===== src/timing_wheel_scheduler_assert.svh =====
// Assertion macros for the timing wheel scheduler RTL.
// Included by twsch_dp, which checks its own logic; no other dependencies.
`ifndef TIMING_WHEEL_SCHEDULER_ASSERT_SVH
`define TIMING_WHEEL_SCHEDULER_ASSERT_SVH

// Check a property at every clock edge outside reset
`define TWS_ASSERT(lbl, prop, msg) \
    lbl: assert property (@(posedge aclk) disable iff (!aresetn) prop) else $error(msg);

// Check a property at every clock edge, reset included
`define TWS_ASSERT_ALWAYS(lbl, prop, msg) \
    lbl: assert property (@(posedge aclk) prop) else $error(msg);

`endif


===== src/twsch_pkg.sv =====
// Package for the timing wheel scheduler: field widths, event codes,
// controller states and the command/status structs between the modules.
`default_nettype none
package twsch_pkg;

    localparam int ACT_W   = 7;   // slots_in_use register width
    localparam int ID_W    = 8;
    localparam int RUN_W   = 16;
    localparam int PER_W   = 16;
    localparam int TIME_W  = 32;
    localparam int SLOTO_W = 6;   // slot_index field width
    localparam int STEP_W  = 6;   // divider step count width
    localparam int REM_W   = 16;  // divider remainder width
    localparam int MOD_STEPS = 32;
    localparam int REL_STEPS = ACT_W;
    localparam int IN_W    = 72;
    localparam int OUT_W   = 40;

    typedef enum logic [2:0] {
        EV_FIRED         = 3'd0,
        EV_FIRED_RETIRED = 3'd1,
        EV_RETIRED       = 3'd2,
        EV_ACCEPTED      = 3'd3,
        EV_REJECTED      = 3'd4
    } ev_t;

    typedef enum logic [4:0] {
        ST_CLEAR,
        ST_IDLE,
        ST_A_MOD,
        ST_A_MODW,
        ST_A_FILL,
        ST_A_CHK,
        ST_A_DIVW,
        ST_A_SHRD,
        ST_A_SHWR,
        ST_A_NEW,
        ST_A_RES,
        ST_T_FILL,
        ST_T_CHK,
        ST_T_RD,
        ST_T_PROC,
        ST_T_DIVW,
        ST_T_UPD,
        ST_T_END
    } state_t;

    typedef struct packed {
        logic [ID_W-1:0]  id;
        logic [RUN_W-1:0] runs;
        logic [ACT_W-1:0] cd;
        logic [PER_W-1:0] period;
    } entry_t;

    typedef struct packed {
        logic clr_wr;
        logic load_in;
        logic div_mod_start;
        logic div_rel_start;
        logic slot_from_rem;
        logic fill_rd;
        logic fill_latch;
        logic cd_from_q;
        logic sh_rd;
        logic sh_wr;
        logic wr_new;
        logic add_res;
        logic ent_rd;
        logic ent_upd;
        logic tick_end;
    } dp_cmd_t;

    typedef struct packed {
        logic clr_done;
        logic div_busy;
        logic reject;
        logic j_zero;
        logic i_end;
        logic fired;
        logic out_free;
        logic pend_valid;
    } dp_sts_t;

endpackage
`default_nettype wire


===== src/twsch_ctrl.sv =====
// Controller state machine of the timing wheel scheduler.
// Uses twsch_pkg; drives the datapath through dp_cmd_t and reads dp_sts_t.
`default_nettype none
module twsch_ctrl
    import twsch_pkg::*;
(
    input  wire logic    aclk,
    input  wire logic    aresetn,
    input  wire logic    s_tvalid,
    input  wire logic    s_kind,
    output logic         s_tready,
    input  wire dp_sts_t sts,
    output dp_cmd_t      cmd
);

    state_t state_reg;
    state_t state_next;

    // State register
    always_ff @(posedge aclk) begin
        if (!aresetn) begin
            state_reg <= ST_CLEAR;
        end else begin
            state_reg <= state_next;
        end
    end

    // Next state and commands
    always_comb begin
        state_next = state_reg;
        cmd        = '0;
        s_tready   = 1'b0;
        unique case (state_reg)
            ST_CLEAR: begin
                cmd.clr_wr = 1'b1;
                if (sts.clr_done) begin
                    state_next = ST_IDLE;
                end
            end
            ST_IDLE: begin
                s_tready = 1'b1;
                if (s_tvalid) begin
                    cmd.load_in = 1'b1;
                    state_next  = s_kind ? ST_A_MOD : ST_T_FILL;
                end
            end
            ST_A_MOD: begin
                cmd.div_mod_start = 1'b1;
                state_next        = ST_A_MODW;
            end
            ST_A_MODW: begin
                if (!sts.div_busy) begin
                    cmd.slot_from_rem = 1'b1;
                    state_next        = ST_A_FILL;
                end
            end
            ST_A_FILL: begin
                cmd.fill_rd = 1'b1;
                state_next  = ST_A_CHK;
            end
            ST_A_CHK: begin
                cmd.fill_latch = 1'b1;
                if (sts.reject) begin
                    state_next = ST_A_RES;
                end else begin
                    cmd.div_rel_start = 1'b1;
                    state_next        = ST_A_DIVW;
                end
            end
            ST_A_DIVW: begin
                if (!sts.div_busy) begin
                    cmd.cd_from_q = 1'b1;
                    state_next    = ST_A_SHRD;
                end
            end
            ST_A_SHRD: begin
                if (sts.j_zero) begin
                    state_next = ST_A_NEW;
                end else begin
                    cmd.sh_rd  = 1'b1;
                    state_next = ST_A_SHWR;
                end
            end
            ST_A_SHWR: begin
                cmd.sh_wr  = 1'b1;
                state_next = ST_A_SHRD;
            end
            ST_A_NEW: begin
                cmd.wr_new = 1'b1;
                state_next = ST_A_RES;
            end
            ST_A_RES: begin
                if (sts.out_free) begin
                    cmd.add_res = 1'b1;
                    state_next  = ST_IDLE;
                end
            end
            ST_T_FILL: begin
                cmd.fill_rd = 1'b1;
                state_next  = ST_T_CHK;
            end
            ST_T_CHK: begin
                cmd.fill_latch = 1'b1;
                state_next     = ST_T_RD;
            end
            ST_T_RD: begin
                if (sts.i_end) begin
                    state_next = ST_T_END;
                end else begin
                    cmd.ent_rd = 1'b1;
                    state_next = ST_T_PROC;
                end
            end
            ST_T_PROC: begin
                if (sts.fired) begin
                    cmd.div_rel_start = 1'b1;
                    state_next        = ST_T_DIVW;
                end else begin
                    state_next = ST_T_UPD;
                end
            end
            ST_T_DIVW: begin
                if (!sts.div_busy) begin
                    state_next = ST_T_UPD;
                end
            end
            ST_T_UPD: begin
                if (!sts.pend_valid || sts.out_free) begin
                    cmd.ent_upd = 1'b1;
                    state_next  = ST_T_RD;
                end
            end
            ST_T_END: begin
                if (!sts.pend_valid || sts.out_free) begin
                    cmd.tick_end = 1'b1;
                    state_next   = ST_IDLE;
                end
            end
            default: begin
                state_next = ST_IDLE;
            end
        endcase
    end

endmodule
`default_nettype wire


===== config.mk =====
export PLATFORM = sky130hd
export DESIGN_NAME = twsch_ctrl
export DESIGN_NICKNAME = d
export VERILOG_FILES = /design/src/timing_wheel_scheduler_assert.svh /design/src/twsch_pkg.sv /design/src/twsch_ctrl.sv
export SDC_FILE = /design/constraint.sdc
export NUM_CORES = 1
export LEC_CHECK = 0
export ABC_AREA = 1
export BUFFER_PORTS_ARGS = -buffer_cell sky130_fd_sc_hd__buf_4
export CORE_UTILIZATION = 43
export CTS_CLUSTER_SIZE = 28
export DETAILED_ROUTE_END_ITERATION = 8
export PLACE_DENSITY = 0.78
export SLEW_MARGIN = 10
export SYNTH_ARGS = -nofsm -noshare
export SYNTH_HDL_FRONTEND = slang
export SYNTH_SLANG_ARGS = --single-unit

===== constraint.sdc =====
create_clock -name aclk -period 1.2 [get_ports aclk]
set_input_delay 0.24 -clock aclk [delete_from_list [all_inputs] [get_ports aclk]]
set_output_delay 0.24 -clock aclk [all_outputs]
set_load 0.05 [all_outputs]

==> flow_summary.toml, run 1 <==
[logic_synthesis]
syn-num-nets = 152
yosys-top-cells-area = "nand2_1 (21%), nor2_1 (15%), dfxtp_1 (14%), nand3_1 (11%), inv_1 (8.7%)"
ys_seq_elements = 5
netlist_area_um2 = 729
avgSynthCellArea_um2 = 5.21
yosysTopAreaCellShare = 0.206
synth_cells = 140
yosys_warnings = 0
ys_seq_area_frac = 0.137
ys_types = 17
synth_top_area_cell = "nand2_1"

[die]
rows = 14
start_util = 0.473
io_pins = 28
die_h_um = 43.2
dieWidth_um = 43.2

[clock_network]
post-cts-setup-buffers = 4
ctsHoldBuffers = 0
root_buffer = "clkbuf_4"
cts_buffers = 3
cts.htree.levels = 1
cts_sinks = 5
clk_path_buf_depth = 2
cts_resized = 53

[run_status]
firstError = "[ERROR DPL-0038] Utilization greater than 100%, impossible to legalize"
status = "did not finish"
lastStage = "clock tree synthesis"

[place]
dp_hpwl_um = 2360
dp_slack_ps = -407
port_buffers = 27
place_area_um2 = 1350
finalWeightedCongestion = 0.975
cell usage after synthesis:
master / number
nand3_1: 16
inv_2: 3
nand3_2: 3
dfxtp_1: 5
clkbuf_8: 1
nor2_2: 4
nand2_1: 40
buf_6: 2
o211ai_1: 1
nor3_1: 6
nor3_2: 1
nand4_1: 5
nand2_2: 3
nor2_4: 1
nor2_1: 29
a21oi_1: 3
inv_1: 17
metrics by stage:
stage,hold slack [ps],std cells
after global placement,493,210
after floorplan,356,140
after detailed placement,497,210
cell families after synthesis:
| logic type | share of synthesized area |
|---|---|
| and+or+nand+nor | 0.679 |
| buffers and inverters | 0.153 |
| DFF | 0.137 |
| AOI/OAI and AO/OA | 0.0309 |
==> run 2: changes to the inputs <==
CORE_AREA = 2 2 63 65   (was unset)
CORE_UTILIZATION = unset   (was 43)
CTS_CLUSTER_SIZE = unset   (was 28)
DIE_AREA = 0 0 65 67   (was unset)
PLACE_DENSITY = unset   (was 0.78)
PLACE_DENSITY_LB_ADDON = 0.15   (was unset)
clock period = 1.6 ns   (was 1.2 ns; I/O delays follow)
==> run 2 against run 1 <==
Net effect: the flow now finishes, with violations (setup timing); synthesized area did not move; synthesized cell count unchanged.
==> flow_summary.toml, run 2 <==
[worst_hold_path]
holdCritStartpoint = "aresetn"
hold_depth = 3
holdPathEnd = "state_reg[2]"
worstHoldPathType = "input port to register"

[grt]
grt_overflow = 0
use_met3 = 0.0186
antenna_found_initial = 0
grt.met1_usage = 0.178
grtUsageMet2 = 0.246
first_global_vias = 1011
grt_start_max_net_pins = 11
grt_pass1_wl_um = 4710
grtUsageTotal = 0.141
grt-busiest-layer = "met2"

[logic_synthesis]
yosysTopAreaCellShare = 0.206
synthMostInstantiatedCell = "nand2_1"
ys_types = 17
syn-num-nets = 152
avgSynthCellArea_um2 = 5.21
yosys_warnings = 0
synth_cells = 140
netlist_area_um2 = 729
synthTopCellsByCount = "nand2_1 (40), nor2_1 (29), inv_1 (17)"
synth_top_area_cell = "nand2_1"
async_flop_share = 0
ys.flop_type = "dfxtp_1"
ys_seq_elements = 5
synth_edf_count = 0
ys_seq_area_frac = 0.137
yosys-top-cells-area = "nand2_1 (21%), nor2_1 (15%), dfxtp_1 (14%), nand3_1 (11%), inv_1 (8.7%)"

[sta]
worst_pin_slew_ps = 403
rsz0062_at_grt = "yes"
fin_setup_tns_ps = -149
layout_setup_ws_ps = -38.6
setup_viol = 9
final_max_slew_viol_count = 0
max_freq_mhz = 610
slew_headroom = 0.730
fin_crit_sh = 1.02
fin_crit_ps = 1640
skew_ps = 1.90
hold_violations = 0

[clock_network]
root_buffer = "clkbuf_8"
clk_path_buf_depth = 2
path_clk_slew_ps = 30
ctsHoldBuffers = 0
cts_buffers = 3
cts_tree = "done"
cts_sinks = 5
worstSkewPairLatency_ps = 220
cts.htree.levels = 1

[layout]
stdcell_area_um2 = 1610
largest_reg_flops = 5
antenna_cells = 0
syn_to_final_growth_pct = 120
layout_commonest_cell = "nand2_1"
nets = 208
mostFrequentLayoutCells = "nand2_1 (33), buf_4 (31), nor2_1 (17)"
drive_gt1_frac = 0.574

[worst_setup_path]
crit_type = "register to primary output"
worst_ep_arrival_time_ps = 1320
rr_endpoint = "state_reg[0]"
crit_required_ps = 1280
startpoint_type = "register"
r2r_start = "state_reg[0]"
rrSetupSlack_ps = 80
critPathMaxFanout = 7
setup.worst_path.end_class = "primary output"
r2r_cells = 10

[power_and_ir_drop]
ir_drop_mv = 0.532
p_leak_nw = 0.803
p_total_mw = 2.38
p_per_area_nw_per_um2 = 1480

[die]
die_h_um = 67
dieArea_um2 = 4360
start_util = 0.202
core_um2 = 3610
rows = 22
dieWidth_um = 65
io_pins = 28

[place]
dp_hpwl_um = 2310
finalWeightedCongestion = 0.848
place_area_um2 = 1140
port_buffers = 27

[drt]
antenna_left = 0
route.detailed.drc = 0
vias = 1075
drtIter0Drc = 45
first_pass_iters = 4
via_per_inst = 4.42
wire_per_inst_um = 12.8
wl_um = 3110

[run_status]
status = "finished with violations"
violations = "setup timing"

[flow_run]
maxCapViolCount = 0
[run 2: cell type report]
type | instances | area [µm²]
fill | 361 | 2000
sequential | 5 | 119
tap | 48 | 60.1
clock buffer | 4 | 45.0
multi-input combinational | 112 | 763
inverter | 20 | 85.1
timing repair buffer | 54 | 533
[run 2: stage by stage]
stage          instances  setup WS, ps  hold WS (ps)   util
2_1_floorplan        140         -24.0           446      -
6_report             243         -38.6           354  0.445
3_5_place_dp         226         -44.0           587  0.316
3_3_place_gp         226         -77.6           578  0.316
4_1_cts              237         -27.6           350  0.404
5_1_grt              243         -75.9           363  0.445
[run 2: worst max path at each step]
stage                 startpoint  endpoint  slack, ps  cells past startpoint
finish              state_reg[2]   cmd[14]        -40                      6
global route        state_reg[0]    cmd[0]        -80                      5
CTS                 state_reg[2]   cmd[11]        -30                      7
detailed placement  state_reg[0]   cmd[13]        -40                      5
global placement    state_reg[0]   cmd[13]        -80                      5
floorplan           state_reg[3]   cmd[14]        -20                      4
[run 2: metal layers]
metal | part of all wire | wire [µm]
met1 | 0.43 | 1330
met2 | 0.54 | 1670
met3 | 0.027 | 84
met4 | 0.0090 | 28
met5 | 0 | 0
[run 2: timing repair]
action | 4_1_cts | 5_1_grt
setup buffers | 7 | 6
gates resized for setup | 55 | 28
hold endpoints to repair | 0 | 0
setup endpoints to repair | 17 | 20
pin swaps | 8 | 19
[run 2: logic make-up after synthesis]
group | synth area share
AOI/OAI and AO/OA | 0.0309
buffers and inverters | 0.153
DFF | 0.137
and+or+nand+nor | 0.679
[run 2: critical path: stages (launching register included)]
cell	delay, ps
dfxtp_4	350
buf_12	130
nor2_4	100
buf_12	150
nand2_4	70
nor3_4	110
buf_6	180
[run 2: report_power, final]
| part | switching, mW | internal, mW | leakage, nW |
|---|---|---|---|
| combinational | 1.07 | 0.774 | 0.736 |
| clock | 0.0656 | 0.171 | 0.0228 |
| sequential | 0.116 | 0.180 | 0.0445 |
| total | 1.25 | 1.13 | 0.803 |
(Power assumes the default switching activity.)
==> run 3: changes to the inputs <==
ABC_AREA = 0   (was 1)
==> run 3 against run 2 <==
Net effect: the run still ends with setup timing left; wire length shrank 0.96%; count of clock-buffer cells in the layout unchanged; die area is the same; worst setup slack got worse by 130 ps; clock power increased by 6%; clock skew decreased by 1.5 ps; sequential power fell by 8.8%; non-clock buffer count rose by 5; fmax down 7.2%; synthesized area decreased by 1.5%; synthesized cell count is 24% lower; global-route usage up 1.2 points; critical endpoint is now cmd[9]; largest power group unchanged.
==> flow_summary.toml, run 3 <==
[run_status]
status = "finished with violations"
violations = "setup timing"

[place]
dp_hpwl_um = 2220
finalWeightedCongestion = 0.872
dpl.cell_count = 197
port_buffers = 27

[worst_setup_path]
crit_start = "state_reg[0]"
startpoint_type = "register"
r2r_cells = 5
crit_path_end = "cmd[9]"
rrSetupSlack_ps = -50
worst_ep_arrival_time_ps = 1450
r2r_start = "state_reg[2]"
setup.worst_path.end_class = "primary output"
crit_type = "register to primary output"
crit_required_ps = 1280
critPathMaxFanout = 8
rr_endpoint = "state_reg[0]"

[power_and_ir_drop]
power.switching_mw = 1.22
p_int_mw = 1.40
p_clk_frac = 0.096
p_per_area_nw_per_um2 = 1630
p_total_mw = 2.63
ir_drop_mv = 0.632
p_leak_nw = 0.644
pwr-share-seq = 0.103
pwr-share-comb = 0.801
p_sw_frac = 0.466

[logic_synthesis]
synthMostInstantiatedCell = "nor2_1"
synthTopCellsByCount = "nor2_1 (12), clkbuf_1 (7), and3_1 (6), nand2_1 (6), o21ai_0 (6)"
syn-num-nets = 119
yosys-top-cells-area = "dfxtp_1 (14%), nor2_1 (6.3%), and3_1 (5.2%), nor4bb_1 (4.2%), o21ai_0 (4.2%)"
avgSynthCellArea_um2 = 6.71
synth_cells = 107
yosysTopAreaCellShare = 0.139
ys_types = 39
yosys_warnings = 0
async_flop_share = 0
synth_edf_count = 0
ys_seq_elements = 5
netlist_area_um2 = 718
ys_seq_area_frac = 0.139
ys.flop_type = "dfxtp_1"
synth_top_area_cell = "dfxtp_1"

[drt]
vias = 1007
route.detailed.drc = 0
antenna_left = 0
wl_um = 3080
first_pass_iters = 4
drtIter0Drc = 50
wire_per_inst_um = 14.9
via_per_inst = 4.86

[clock_network]
worstSkewPairLatency_ps = 230
cts.htree.levels = 1
path_clk_slew_ps = 40
root_buffer = "clkbuf_8"
cts_buffers = 3
cts_sinks = 5
cts_tree = "done"
clk_path_buf_depth = 2
ctsHoldBuffers = 0

[layout]
utilization = 0.446
mostFrequentLayoutCells = "buf_4 (34), buf_6 (16), buf_8 (7)"
fillCellCount = 365
drive_gt1_frac = 0.648
antenna_cells = 0
final-seq-area_um2 = 114
layout_commonest_cell = "buf_4"
multi_input_area_um2 = 795
instances_no_fill = 207
largest_reg_flops = 5
syn_to_final_growth_pct = 124
nets = 172

[grt]
grt_start_max_net_pins = 11
first_global_vias = 1016
grtUsageTotal = 0.152
grt_pass1_wl_um = 5020
grt_overflow = 0
antenna_found_initial = 0

[sta]
whs_ps = 363
max_freq_mhz = 566
slew_headroom = 0.688
fin_crit_ps = 1770
rsz0062_at_grt = "yes"
final_max_slew_viol_count = 0
worst_pin_slew_ps = 467
layout_setup_ws_ps = -167
fin_setup_tns_ps = -1390
fin_crit_sh = 1.10
setup_viol = 17
skew_ps = 0.418
hold_violations = 0

[die]
io_pins = 28
dieWidth_um = 65
rows = 22
die_h_um = 67
start_util = 0.199
dieArea_um2 = 4360
core_um2 = 3610

[worst_hold_path]
worstHoldPathType = "input port to register"
hold_depth = 3

[flow_run]
maxCapViolCount = 0
==> run 3: changes by cell type after synthesis, moves of 5 or more <==
cell / before / now
nand2_1: 40 / 6
nor2_1: 29 / 12
and3_1: 0 / 6
inv_1: 17 / 4
o21ai_0: 0 / 6
clkbuf_1: 0 / 7
nand4_1: 5 / 0
nand3_1: 16 / 4
==> run 3: critical path: stages, from the launching register on <==
cell     delay [ps]
dfxtp_2         340
buf_12          130
buf_12          130
nor4_4          250
a31oi_1         100
nor2_4          100
buf_6           160
==> run 3: routing by layer <==
layer,share of wire,GRT usage,routed length (µm),up-vias
met5,0,0,0,-
met4,0.0094,0.0399,29,0
met3,0.043,0.0203,133,3
met2,0.49,0.251,1500,22
met1,0.46,0.207,1420,487
li1,-,-,-,495
==> run 3: final cells by class <==
class / instances / area share
Clock buffer: 4 / 0.0280
Multi-Input combinational cell: 87 / 0.494
Inverter: 4 / 0.00933
Timing Repair Buffer: 59 / 0.361
Sequential cell: 5 / 0.0708
Tap cell: 48 / 0.0373
==> run 3: cell families after synthesis <==
| group | count (synthesis) | synth area share |
|---|---|---|
| xor gates and xnor gates | 2 | 0.0244 |
| AOI/OAI and AO/OA | 23 | 0.213 |
| muxes | 2 | 0.0296 |
| DFF | 5 | 0.139 |
| and+or+nand+nor | 60 | 0.500 |
| buffers and inverters | 15 | 0.0941 |
==> run 3: how the worst min path moves through the flow <==
stage	slack [ps]	end	from
floorplan	450	state_reg[1]	aresetn
global placement	610	state_reg[4]	aresetn
detailed placement	590	state_reg[1]	aresetn
CTS	370	state_reg[4]	aresetn
global route	390	state_reg[4]	aresetn
finish	360	state_reg[4]	aresetn
==> run 3: power by group through the flow <==
stage | logic [mW] | registers, mW | clock network, mW
after detailed placement | 1.70 | 0.245 | 0
after CTS | 2.05 | 0.265 | 0.249
after floorplan | 1.20 | 0.200 | 0
after global routing | 2.24 | 0.282 | 0.260
after global placement | 1.69 | 0.246 | 0
final | 2.11 | 0.270 | 0.252
==> run 3: stage by stage <==
step                      setup WS, ps  cell area [µm²]
after global routing              -231             1610
after floorplan                   -176              901
after detailed placement         -81.6             1280
after CTS                         -157             1570
final                             -167             1610
after global placement           -46.4             1280
==> run 3: timing repair <==
item                                    4_1_cts  5_1_grt
resized for setup                            52        8
endpoints found under the setup margin       20       20
buffers inserted                              7        1
gates cloned                                  0        0
pin swaps                                     9        4
==> run 4: changes to the inputs <==
--- a/constraint.sdc
+++ b/constraint.sdc
@@ -3,2 +3,2 @@
 set_output_delay 0.32 -clock aclk [all_outputs]
-set_load 0.05 [all_outputs]
+set_load 0.005 [all_outputs]
==> run 4 against run 3 <==
Net effect: the run still ends with setup timing left; wire length is 0.62% higher; first-iteration DRC count is 54% lower; worst hold slack better by 4.5 ps; critical endpoint is now cmd[14]; largest power group unchanged.
==> flow_summary.toml, run 4 (synthesized netlist as in run 3, its figures left out) <==
[layout]
antenna_cells = 0
mostFrequentLayoutCells = "buf_4 (56), buf_6 (12), nor2_1 (7)"
drive_gt1_frac = 0.667
instances_no_fill = 219
nets = 184
syn_to_final_growth_pct = 126
largest_reg_flops = 5
layout_commonest_cell = "buf_4"

[drt]
via_per_inst = 4.80
wl_um = 3100
vias = 1051
drtIter0Drc = 23
antenna_left = 0
route.detailed.drc = 0
wire_per_inst_um = 14.2
first_pass_iters = 4

[clock_network]
clk_path_buf_depth = 2
cts_buffers = 3
root_buffer = "clkbuf_8"
cts_sinks = 5
worstSkewPairLatency_ps = 220
cts.htree.levels = 1
cts_tree = "done"
path_clk_slew_ps = 40

[sta]
hold_violations = 0
layout_setup_ws_ps = -67.9
fin_crit_ps = 1670
slew_headroom = 0.785
rsz0062_at_grt = "yes"
fin_setup_tns_ps = -328
worst_pin_slew_ps = 321
skew_ps = 2.00
setup_viol = 12
final_max_slew_viol_count = 0
max_freq_mhz = 600
fin_crit_sh = 1.04

[die]
core_um2 = 3610
rows = 22
die_h_um = 67
dieArea_um2 = 4360
io_pins = 28
start_util = 0.199
dieWidth_um = 65

[place]
port_buffers = 27
finalWeightedCongestion = 0.791
dp_hpwl_um = 2090
dpl.cell_count = 196

[grt]
grt.met1_usage = 0.194
grt-busiest-layer = "met2"
grt_pass1_wl_um = 4960
grt_start_max_net_pins = 11
grt_overflow = 0
first_global_vias = 1026
antenna_found_initial = 0
use_met3 = 0.0101
grtUsageTotal = 0.145
grtUsageMet2 = 0.249

[worst_setup_path]
critical-path-top-delay-family = "simple AND/OR/NAND/NOR gates"
crit_required_ps = 1280
crit_type = "register to primary output"
worst_ep_arrival_time_ps = 1350
worstPathCellList = "or3_4 -> buf_6 -> nor3_2 -> buf_4"
slowest_delay_ps = 400
critPathMaxFanout = 5
setup.worst_path.end_class = "primary output"
crit_path_top_delay_cell = "or3_4"
startpoint_type = "register"
path_buf_inv = 2

[power_and_ir_drop]
p_leak_nw = 0.691
p_per_area_nw_per_um2 = 1470
ir_drop_mv = 0.505

[worst_hold_path]
worstHoldPathType = "input port to register"

[run_status]
status = "finished with violations"
violations = "setup timing"

[flow_run]
maxCapViolCount = 0
run 4: cell count changes in the layout (fill, tap and decap cells not counted), sizes merged:
| cell | before | now |
|---|---|---|
| clkbuf | 4 | 5 |
| buf | 59 | 70 |
run 4: area by class of cell:
cell class	instances	area, µm²
fillers	369	1980
multi-input cells	87	773
repair buffers	71	611
flip-flops and latches	5	119
well taps	48	60.1
clock buffers	4	45.0
inverters	4	15.0
run 4: power by group:
part	internal, mW	leakage (nW)	total, mW	switching, mW
combinational	1.07	0.623	1.86	0.794
clock	0.172	0.0228	0.240	0.0684
sequential	0.184	0.0445	0.276	0.0920
total	1.43	0.691	2.38	0.955
run 4: through the flow:
stage / setup WS, ps / total power, mW / hold WS [ps] / instance area, µm² / util
floorplan: 2.10 / 0.917 / 452 / 734 / -
global placement: -252 / 1.44 / 596 / 1130 / 0.312
detailed placement: -207 / 1.42 / 604 / 1130 / 0.312
CTS: -53.2 / 1.98 / 365 / 1390 / 0.385
global route: -133 / 2.54 / 375 / 1620 / 0.450
finish: -67.9 / 2.38 / 368 / 1620 / 0.450
run 4: path summary, 6_finish.rpt:
kind | start | slack (ps) | cells after the start | to
min | aresetn | 370 | 3 | state_reg[1]
min reg2reg | state_reg[4] | 780 | 4 | state_reg[4]
max | state_reg[1] | -70 | 4 | cmd[14]
max reg2reg | state_reg[1] | -40 | 4 | state_reg[3]
run 4: worst min-delay path, delay by kind of cell:
| family | cells | cell delay (ps) |
|---|---|---|
| compound gates | 1 | 60 |
| simple gates | 1 | 70 |
| buf+inv | 1 | 110 |
run 4: layer usage:
metal  part of all wire  routed length (µm)
met5                  0                   0
met3              0.020                  63
met1               0.46                1440
met4              0.017                  53
met2               0.50                1550
run 4: what timing repair did:
action / CTS / global route
buffers inserted: 11 / 8
hold buffers: 0 / 0
cloned: 0 / 1
setup endpoints to repair: 20 / 21
gates resized for setup: 37 / 31
pin swaps: 13 / 16
